[config.mk]
export PLATFORM = sky130hd
export DESIGN_NAME = fbc_front
export DESIGN_NICKNAME = d
export VERILOG_FILES = /design/src/fbc_pkg.sv /design/src/fbc_front.sv
export SDC_FILE = /design/constraint.sdc
export NUM_CORES = 1
export LEC_CHECK = 0
export BUFFER_PORTS_ARGS = -buffer_cell sky130_fd_sc_hd__buf_2
export CORE_UTILIZATION = 30
export CTS_CLUSTER_DIAMETER = 80
export CTS_CLUSTER_SIZE = 16
export DETAILED_ROUTE_END_ITERATION = 10
export PLACE_DENSITY = 0.5
export SYNTH_ARGS = -nofsm -noshare
export SYNTH_HDL_FRONTEND = slang
export SYNTH_SLANG_ARGS = --single-unit
[constraint.sdc]
create_clock -name aclk -period 24.2 [get_ports aclk]
set_input_delay 0 -clock aclk [delete_from_list [all_inputs] [get_ports aclk]]
set_output_delay 0 -clock aclk [all_outputs]
set_load 0.005 [all_outputs]
[src/fbc_pkg.sv]
// ----------------------------------------------------------------------------
// fbc_pkg
// Shared types and constants for the frustum box cull block.
// ----------------------------------------------------------------------------
package fbc_pkg;

    localparam int NUM_PLANES  = 6;
    localparam int NUM_ELEMS   = 16;
    localparam int IN_W        = 1 + 4 + 32 + 6 * 32;
    localparam int IN_BYTES_W  = ((IN_W + 7) / 8) * 8;

    typedef enum logic {
        OP_LOAD = 1'b0,
        OP_TEST = 1'b1
    } op_t;

    typedef struct packed {
        op_t         op;
        logic [3:0]  idx;
        logic [31:0] value;
        logic [31:0] lo_x;
        logic [31:0] lo_y;
        logic [31:0] lo_z;
        logic [31:0] hi_x;
        logic [31:0] hi_y;
        logic [31:0] hi_z;
    } cmd_t;

    typedef enum logic [2:0] {
        ST_IDLE,
        ST_LOAD,
        ST_DERIVE,
        ST_TEST,
        ST_OUT
    } state_t;

    typedef enum logic [2:0] {
        DV_SUM,
        DV_SHIFT,
        DV_SQRT,
        DV_DIV,
        DV_STORE
    } dstate_t;

endpackage

[src/fbc_front.sv]
// ----------------------------------------------------------------------------
// fbc_front
// Accepts stream items, decodes them into commands and queues them.
// ----------------------------------------------------------------------------
module fbc_front
    import fbc_pkg::*;
(
    input  logic                  aclk,
    input  logic                  aresetn,
    input  logic                  s_tvalid,
    output logic                  s_tready,
    input  logic [IN_BYTES_W-1:0] s_tdata,
    output logic                  q_valid,
    input  logic                  q_ready,
    output cmd_t                  q_cmd
);

    cmd_t       mem [2];
    logic       wr_reg, wr_next, rd_reg, rd_next;
    logic [1:0] cnt_reg, cnt_next;
    cmd_t       dec;
    logic       push, pop;

    always_comb begin
        dec.op    = op_t'(s_tdata[0]);
        dec.idx   = s_tdata[4:1];
        dec.value = s_tdata[36:5];
        dec.lo_x  = s_tdata[68:37];
        dec.lo_y  = s_tdata[100:69];
        dec.lo_z  = s_tdata[132:101];
        dec.hi_x  = s_tdata[164:133];
        dec.hi_y  = s_tdata[196:165];
        dec.hi_z  = s_tdata[228:197];
    end

    assign s_tready = (cnt_reg != 2'd2);
    assign q_valid  = (cnt_reg != 2'd0);
    assign push     = s_tvalid && s_tready;
    assign pop      = q_valid && q_ready;
    assign q_cmd    = mem[rd_reg];

    always_comb begin
        wr_next  = push ? ~wr_reg : wr_reg;
        rd_next  = pop ? ~rd_reg : rd_reg;
        cnt_next = cnt_reg + {1'b0, push} - {1'b0, pop};
    end

    always_ff @(posedge aclk) begin
        if (push) begin
            mem[wr_reg] <= dec;
        end
    end

    always_ff @(posedge aclk) begin
        if (!aresetn) begin
            wr_reg  <= 1'b0;
            rd_reg  <= 1'b0;
            cnt_reg <= 2'd0;
        end else begin
            wr_reg  <= wr_next;
            rd_reg  <= rd_next;
            cnt_reg <= cnt_next;
        end
    end

    assert property (@(posedge aclk) disable iff (!aresetn) cnt_reg <= 2'd2)
        else $error("queue count overflow");
    assert property (@(posedge aclk) disable iff (!aresetn)
        (cnt_reg == 2'd2 && !pop) |=> cnt_reg == 2'd2)
        else $error("full queue lost an item");
    assert property (@(posedge aclk) disable iff (!aresetn)
        (cnt_reg == 2'd0) |-> !pop)
        else $error("pop from empty queue");

endmodule

# Word level (Yosys, flattened, before mapping)
# Memories as Yosys holds them, arrays and structs flattened. A register that Yosys moved wholly into a read port is not among the register bits.
# Index checks and enable logic that the tools add are counted.
# word_totals
ff_bits	4
ramBits	458
inputBits	236
out_inout_bits	231
n_memories	1
# op_classes
n_addsub	2
n_eq_ne	1
n_mux	4
n_bitwise	2
n_reduce_logical	3
# mem_list
memory	words	word_bits	read_ports	rd_clocked_by_memory_dff	write_ports	line_no	rtl
mem	2	229	1	1	1	fbc_front.sv:18	cmd_t mem [2];
# ops
operator	n
2-to-1 mux 1 bit	4
adder 2 x 1 -> 2 bit	1
logical AND 1 bit	2
!= test 2 bit, second input constant	1
inverter 1 bit	2
nonzero test 2 bit	1
subtractor 2 x 1 -> 2 bit	1

# Longest topological paths before layout
# Gate-level depths: netlist (run 1).
# logic_depth
word_depth	4
ltp_mapped	8
mapped_depth_nobuf	8

# Worst setup path before layout (run 1)
# OpenSTA, ideal clock, no wires.
# synth_timing
path_type	register to register
startpoint	reg cnt_reg[0]
endpoint	mem mem[0][0] (netlist name), enable pin
arrival_time_ns	10.095
setup_slack_ns	13.282
path_stages_with_launch	4
path_buffers	0
synth_period_minus_slack_ns	10.918
path_cell_list	dfxtp_1 > nand2b_1 > nand2_1 > nor2_1
# synth_via
elab_chain_cells	4
# synth_rtl
item	line_no	rtl
start: declaration	fbc_front.sv:20	logic [1:0] cnt_reg, cnt_next;
start signal: assignment	fbc_front.sv:62	cnt_reg <= cnt_next;
!= test 2 bit	fbc_front.sv:36	assign s_tready = (cnt_reg != 2'd2);
net s_tready	fbc_front.sv:11	output logic s_tready,
logical AND 1 bit	fbc_front.sv:38	assign push = s_tvalid && s_tready;
2-to-1 mux 1 bit	fbc_front.sv:49	if (push) begin
2-to-1 mux 1 bit (not written as such)	fbc_front.sv:50	mem[wr_reg] <= dec;
end: declaration	fbc_front.sv:18	
# The timed path passes the listed nets, and every way through them passes these cells.

==> impl.org, run 1 <==
** STA
- Across the routed clock network, the largest skew measured is approximately 0.023 ns.
- Number of pins with negative max-slew slack in the final report :: 0
- Worst hold slack after final layout :: roughly 0.16 ns
- Period Utilization, post-route :: 0.143
- Final-report setup violation count :: 0
- Worst rel slew slack :: 0.196
- The worst path in the final design needs a cycle of around 3.5 ns, including I/O delays and setup.
- Hold Violations, Final :: 0
- Setup repair after global routing missed its margin :: false
- Fmax :: 288 MHz
- At the pin with the least slew margin, the transition time is 1.21 ns.
- Min setup slack post-route :: 20.73 ns
- Summed over all failing endpoints, the final setup total negative slack is 0 ns.

** Floorplanning
- The die is approximately 240 um wide.
- In this run the core area contains 86 standard-cell rows.
- Top-level I/O count :: around 470
- Die Y :: roughly 240 um
- The initial utilization of the core area, before any placement, comes to 0.304.
- The floorplan step defined a die boundary enclosing between 50000 and 60000 sq um.
- Core box area :: between 50000 and 60000 sq um

** Detailed routing
- After detailed routing, the number of remaining DRC violations is 0.
- For this block, the initial DRC count from the detailed router was 325.
- Wires add up to 37600 um.
- WL per Instance :: ~17 um
- TritonRoute pass-1 iters :: 4
- Via-to-Cell Ratio :: 4.21
- Count of nets left with antenna violations after detail routing :: 0
- Vias :: 9322

** GRT
- For this run, global-route usage on met1 was measured as 0.143.
- Overall routing resource usage :: 0.126
- For this run, global-route usage on met2 was measured as 0.220.
- Global-route congestion overflow total :: 0
- The number of antenna violations at the first check in global routing is 2.
- Met3 track utilization from global routing :: 0.0435
- In this run the most used layer during global routing was met2.
- Entering global routing, the biggest net connects roughly 140 pins.
- Wire length of the first global-routing pass :: ~55000 um
- Vias in the first global route :: 10000

** Synth
- In the synthesized netlist, the number of instances is ~740.
- Post-Syn Area :: around 17000 sq um
- During synthesis, Yosys emitted a total of 0 warnings.
- Of the post-synthesis cell area, the dominant cell type holds 0.817.
- Register bit count reported by yosys :: between 400 and 500
- After synthesis, the netlist uses 18 different library cells.
- Of the synthesized area, sequential elements account for 0.823.
- Top cells by area, synth :: sky130_fd_sc_hd__edfxtp_1 (82%), sky130_fd_sc_hd__mux2_2 (15%), sky130_fd_sc_hd__buf_6 (1.5%)
- The biggest area contributor in the post-synthesis netlist is sky130_fd_sc_hd__edfxtp_1.
- The number of nets handed over by synthesis was 974.
- Averaged over all synthesized cells, the footprint is 22.9 sq um.

** Finish
- Number of non-filler instances in the completed layout :: approximately 2200
- The number of antenna diodes in the final layout is 0.
- The register with the most flip-flops in the layout has roughly 460 of them.
- Of the cells placed in the final design, the portion with a size suffix greater than 1 is 0.512.
- At the end of the flow the core is filled with cells to 0.421.
- Final net count :: between 1500 and 2000
- Area grow syn2layout :: 38.4%

** Run status
- Status :: finished, final reports clean

** Worst hold path
- Worst hold path type :: primary input to flip-flop
- In this run the most critical hold path is launched from s_tdata[84].
- Counting instances, the worst hold path has a depth of 2.

** Clocking
- The longest clock path from root to sink contains 3 buffers.
- After clock tree synthesis, the clock-pin slew on the worst setup and hold paths is approximately 0.070 ns.
- Once the clock tree was built, the resizer swapped 0 gates to a different size.
- In this run the post-CTS setup repair buffer count came out at 0.
- Sink count of the clock tree :: around 460
- Total of hold buffers inserted after clock tree synthesis :: around 230
- Cell at the root of the clock tree :: sky130_fd_sc_hd__clkbuf_16
- At the later pin of the worst-skew pair, clock insertion delay measures 0.55 ns.
- TritonCTS built the clock tree.
- TritonCTS created 37 clock buffers.
- CTS built an H-tree with a depth of 2.

** Place
- At the end of routability-driven placement, the weighted congestion stood at 0.704.
- The HPWL after detailed placement is roughly 24000 um.
- Timing analysis after detailed placement gives a worst setup slack of around 21 ns.
- In this run the tool buffered the top-level ports with 463 buffer cells.
- Number of placed instances with taps included :: between 1500 and 2000

** Worst setup path
- The worst setup path is launched from a flip-flop.
- Cells along the critical path :: buf_4, buf_4, mux2_2, buf_2
- Worst flop-to-flop path startpoint :: cnt_reg[0]$_SDFF_PN0_
- Number of buffers and inverters on the critical path :: 3
- The worst setup path is captured at an output pin.
- Category of the most critical setup path :: flip-flop to output pin
- Counting cells, the worst reg-to-reg path comes to 4.
- Among all stages on the critical path, the largest delay is contributed by sky130_fd_sc_hd__buf_4.
- The critical path crosses 4 cells after its start point.
- For this run, the slowest stage of the critical path takes approximately 0.90 ns.
- Data on the critical path arrives at its endpoint at 3.47 ns.
- Category of cells accounting for the largest share of critical-path delay :: buffers and inverters
- Counting stages on the worst path, the most repeated cell is sky130_fd_sc_hd__buf_4.
- WP data required :: about 24 ns
- Maximum fanout along the worst path :: 74

** Power
- The analysis attributes to cell leakage a power of roughly 8.6 nW.
- Max rail drop VDD :: about 0.064 mV
- Ratio of total power to cell area :: approximately 89 nW/um^2

** Run
- Max cap viols :: 0
## synthesized netlist by cell type
library cell,number
sky130_fd_sc_hd__ha_1,2
sky130_fd_sc_hd__xnor2_1,3
sky130_fd_sc_hd__mux2_2,229
sky130_fd_sc_hd__and2_1,2
sky130_fd_sc_hd__and3_1,1
sky130_fd_sc_hd__edfxtp_1,458
sky130_fd_sc_hd__mux2i_1,1
sky130_fd_sc_hd__dfxtp_1,5
sky130_fd_sc_hd__o21a_1,1
sky130_fd_sc_hd__buf_6,23
sky130_fd_sc_hd__nand2_1,2
sky130_fd_sc_hd__inv_1,1
sky130_fd_sc_hd__nand2b_1,2
sky130_fd_sc_hd__nor2b_1,2
sky130_fd_sc_hd__nor2_1,1
sky130_fd_sc_hd__or2_2,1
sky130_fd_sc_hd__buf_2,1
sky130_fd_sc_hd__buf_4,1
## power breakdown
part	leakage [nW]	internal, W	switching, W	total [W]
clock	0.526	0.000293	0.000274	0.000567
sequential	4.32	0.00101	0.0000267	0.00103
combinational	3.73	0.000243	0.000239	0.000481
total	8.58	0.00154	0.000540	0.00208
## layout make-up
type,count,area (sq um)
clock buffers,43,991
clock inverters,9,77.6
fillers,5112,32000
inverters,1,3.75
multi-input cells,247,2720
flip-flops and latches,463,13900
well taps,748,936
repair buffers,702,4720
## worst paths after layout
check                                        endpoint  slack (ns)
worst max-delay path                       q_cmd[213]       20.73
worst min-delay path            mem[0][143]$_DFFE_PP_        0.16
worst max register to register  mem[0][131]$_DFFE_PP_       21.58
worst min register to register    wr_reg$_SDFFE_PN0N_        0.53
## per-layer routing
metal  vias up  wire length, um  share of wire
li1       4366                -              -
met1      4587            14700           0.39
met2       297            18800           0.50
met3        68             3030          0.081
met4         4             1020          0.027
met5         -               31        0.00082
## cells in the final DEF, fill, tap and decap left out, types with 3 or more instances in the layout
master / Yosys / final
sky130_fd_sc_hd__dfxtp_1: 5 / 4
sky130_fd_sc_hd__buf_2: 1 / 463
sky130_fd_sc_hd__clkbuf_16: 0 / 39
sky130_fd_sc_hd__xnor2_1: 3 / 3
sky130_fd_sc_hd__clkinv_2: 0 / 3
sky130_fd_sc_hd__dlygate4sd3_1: 0 / 232
sky130_fd_sc_hd__clkbuf_1: 0 / 4
sky130_fd_sc_hd__buf_4: 1 / 5
sky130_fd_sc_hd__mux2_2: 229 / 229
sky130_fd_sc_hd__edfxtp_1: 458 / 458
## stage by stage
step | total power (W) | cell area, sq um
2_1_floorplan | 0.00135 | 16800
3_3_place_gp | 0.00151 | 19900
3_5_place_dp | 0.00152 | 19900
4_1_cts | 0.00212 | 23300
5_1_grt | 0.00218 | 23300
6_report | 0.00208 | 23300
## worst register-to-register path: cells and delay by family (launching register included)
kind | cells | cell delay, ns
AND/OR/NAND/NOR | 3 | 0.96
buffers and inverters | 1 | 0.82
flip-flops | 1 | 0.38
## cell families (layout without fill, tap and decap cells)
logic type / after synthesis / count (layout) / synth area share
DFF: 463 / 463 / 0.823
muxes: 230 / 230 / 0.154
buffers and inverters: 26 / 755 / 0.0163
and+or+nand+nor: 11 / 11 / 0.00364
xor gates and xnor gates: 3 / 3 / 0.00156
adders and majority gates: 2 / 2 / 0.00149
AOI/OAI and AO/OA: 1 / 1 / 0.000446
Note: power is estimated with default switching activity, not from simulation.
==> inputs of run 2 (changes only) <==
- clock period: 24.2 -> 3.65 ns (I/O delays scaled with it)
==> run 2 against run 1 <==
Effect of this change: routed wire length up 0.71%; via count fell by 0.53%; die area did not move; sequential power increased to 6.7 times the previous value; first-iteration DRC count increased by 30%; flip-flop and latch count stayed put; critical endpoint is now q_cmd[129]; critical path type unchanged; register-to-register slack worse by 20 ns; combinational power grew to 6.8 times the previous value; cell area is 0.76% higher.
==> impl.org, run 2 (same netlist as run 1, synthesis figures left out) <==
** Worst setup path
- STA puts the critical path data arrival time at 2.40 ns.
- The slowest stage of the critical path is the sky130_fd_sc_hd__dfxtp_4 cell.
- Kind of start point of the critical path :: flip-flop
- Data on the critical path is required at its endpoint by around 3.7 ns.
- The worst setup path is of the flip-flop to output pin kind.
- Largest stage delay on the critical path :: 0.87 ns
- Maximum fanout along the worst path :: 50
- The critical path goes through buf_4, mux2_2, buf_2.
- The worst setup path is captured at an output pin.

** GRT
- Number of antenna violations at the first check in global routing :: 1
- Summed over all layers, the global routing overflow is 0.
- Largest net degree at the start of global routing :: roughly 120
- Across every metal layer, demand over resource in global routing totals 0.129.
- Vias in the first global route :: just under 10000
- Wire length of the first global-routing pass :: ~56000 um

** Place
- Detailed placement ended at an HPWL of between 20000 and 25000 um.
- At the end of routability-driven placement, the weighted congestion stood at roughly 0.73.
- Setup slack after placement :: around 1.6 ns
- The count of buffers added on input and output ports is 463.
- Number of placed instances with taps included :: roughly 1900
- Post-Place Cell Area :: 20100 sq um

** Finish
- At the end of the flow, the number of nets in the layout was 1702.
- For this run, the number of standard cells in the final layout without fillers is ~2200.
- Sequential cell area :: 13900 sq um
- Of the cells placed in the final design, the portion with a size suffix greater than 1 is 0.513.
- Flip-flop count of the largest register after layout :: roughly 460
- The area growth from synthesis to layout is 39.5%.
- Area of combinational cells with multiple inputs :: 2740 sq um
- Leading cell type in the layout, fill and taps excluded :: sky130_fd_sc_hd__buf_2
- The library cells used most frequently in the layout, excluding fill and tap cells, are sky130_fd_sc_hd__buf_2 (463), sky130_fd_sc_hd__edfxtp_1 (458), sky130_fd_sc_hd__dlygate4sd3_1 (233), sky130_fd_sc_hd__mux2_2 (229), sky130_fd_sc_hd__clkbuf_16 (37).
- Final cell area excluding filler cells :: approximately 23000 sq um
- The layout has 5107 filler cells.

** Floorplanning
- Die Y :: approximately 240 um
- In this run the core area contains between 80 and 90 standard-cell rows.
- DIE AREA :: 57100 sq um
- In this run the count of I/O pins placed on the die edge is approximately 470.
- The initial utilization of the core area, before any placement, comes to 0.304.
- Core box area :: 55300 sq um
- Die Span X :: ~240 um

** Clocking
- Buffers from clock root to sink, at most :: 3
- At the later pin of the worst-skew pair, clock insertion delay measures between 0.5 and 0.6 ns.
- TritonCTS built the clock tree.
- Total of hold buffers inserted after clock tree synthesis :: roughly 230
- Sink count of the clock tree :: ~460
- Clock tree synthesis selected as its root buffer the cell sky130_fd_sc_hd__clkbuf_16.
- The number of setup buffers added after CTS is 0.
- Clock slew at the register clock pins of the worst setup and hold paths :: approximately 0.07 ns
- The H-tree was split into 2 levels.
- Counting the buffers created by CTS gives 36.
- In this run, post-CTS repair resized a total of 0 instances.

** Power
- The share of total power dissipated in the clock network is 0.271.
- Internal power summed over all cells :: 0.0104 W
- Summed over all cells, the static leakage comes to about 8.7 nW.
- The analysis attributes to net switching a power of approximately 0.0035 W.
- Net Sw Frac :: 0.255
- In this run the power density over the cells is about 590 nW/um^2.
- Of the total power, registers draw 0.495.
- Max rail drop VDD :: between 0.5 and 0.6 mV
- Post-layout total power :: 0.0139 W
- Gate power share :: 0.234

** Detailed routing
- Number of DRC violations after detailed-routing iteration 0 :: 422
- DR DRC count :: 0
- The routed design has between 30000 and 40000 um of wire.
- Dividing the detail-routed via count by the number of cells gives between 4 and 5.
- Vias :: approximately 9000
- The first TritonRoute pass finished after 4 iterations.
- Dividing the detail-routed wire length by the instance count gives 17.0 um.
- Count of nets left with antenna violations after detail routing :: 0

** STA
- After layout, the minimum clock period comes to around 2.4 ns.
- Hold Violations, Final :: 0
- Period Utilization, post-route :: 0.658
- Based on the critical path, the design can be clocked at up to 417 MHz.
- Actual transition at the worst max-transition pin :: roughly 0.86 ns
- Sum of negative setup slack :: 0 ns
- For the final database, setup skew stands at 0.0146 ns.
- Setup violations remaining at the end of the flow were counted as 0.
- Number of pins with negative max-slew slack in the final report :: 0
- Setup repair after global routing missed its margin :: false
- Min setup slack post-route :: about 1.2 ns
- Measured against its own limit, the worst slew margin works out to 0.428.

** Worst hold path
- Worst hold path type :: primary input to flip-flop

** Run status
- The flow ran to the end, and the final reports show no timing, DRC or antenna violations.

** Run
- Max cap viols :: 0
[run 2: layout make-up]
class                   instances  area share
clock inverters                 6     0.00394
repair buffers                715       0.208
multi-input cells             247       0.117
inverters                       1    0.000160
diodes                          1    0.000107
well taps                     748      0.0399
flip-flops and latches        463       0.590
clock buffers                  49      0.0414
[run 2: worst max-delay path, delay by kind of cell (launching register included)]
kind	cells	cell delay, ns
buffers and inverters	2	0.59
flip-flops	1	0.87
multiplexers	1	0.39
[run 2: power groups by stage]
stage / clock network (W) / logic, W / registers [W]
final: 0.00377 / 0.00325 / 0.00688
after global routing: 0.00411 / 0.00353 / 0.00696
after CTS: 0.00394 / 0.00335 / 0.00690
after detailed placement: 0 / 0.00312 / 0.00702
after global placement: 0 / 0.00313 / 0.00698
after floorplan: 0 / 0.00184 / 0.00697
[run 2: per-stage QoR]
step | util | hold slack (ns)
global route | 0.425 | 0.147
finish | 0.425 | 0.181
floorplan | - | 0.0989
global placement | 0.363 | 0.187
detailed placement | 0.363 | 0.191
CTS | 0.424 | 0.128
[run 2: final timing paths]
check	from	endpoint	slack [ns]	depth (start not counted)
min	s_tdata[78]	mem[1][137]$_DFFE_PP_	0.18	2
max reg2reg	cnt_reg[0]$_SDFF_PN0_	mem[1][206]$_DFFE_PP_	1.65	3
min reg2reg	wr_reg$_SDFFE_PN0N_	wr_reg$_SDFFE_PN0N_	0.53	2
max	flip-flop	q_cmd[129]	1.25	3
[run 2: routing by layer]
layer | share of wire | vias to the layer above | GRT usage
li1 | - | 4386 | -
met1 | 0.38 | 4558 | 0.145
met2 | 0.52 | 261 | 0.230
met3 | 0.066 | 68 | 0.0379
met4 | 0.028 | 0 | 0.0474
met5 | 0 | - | 0
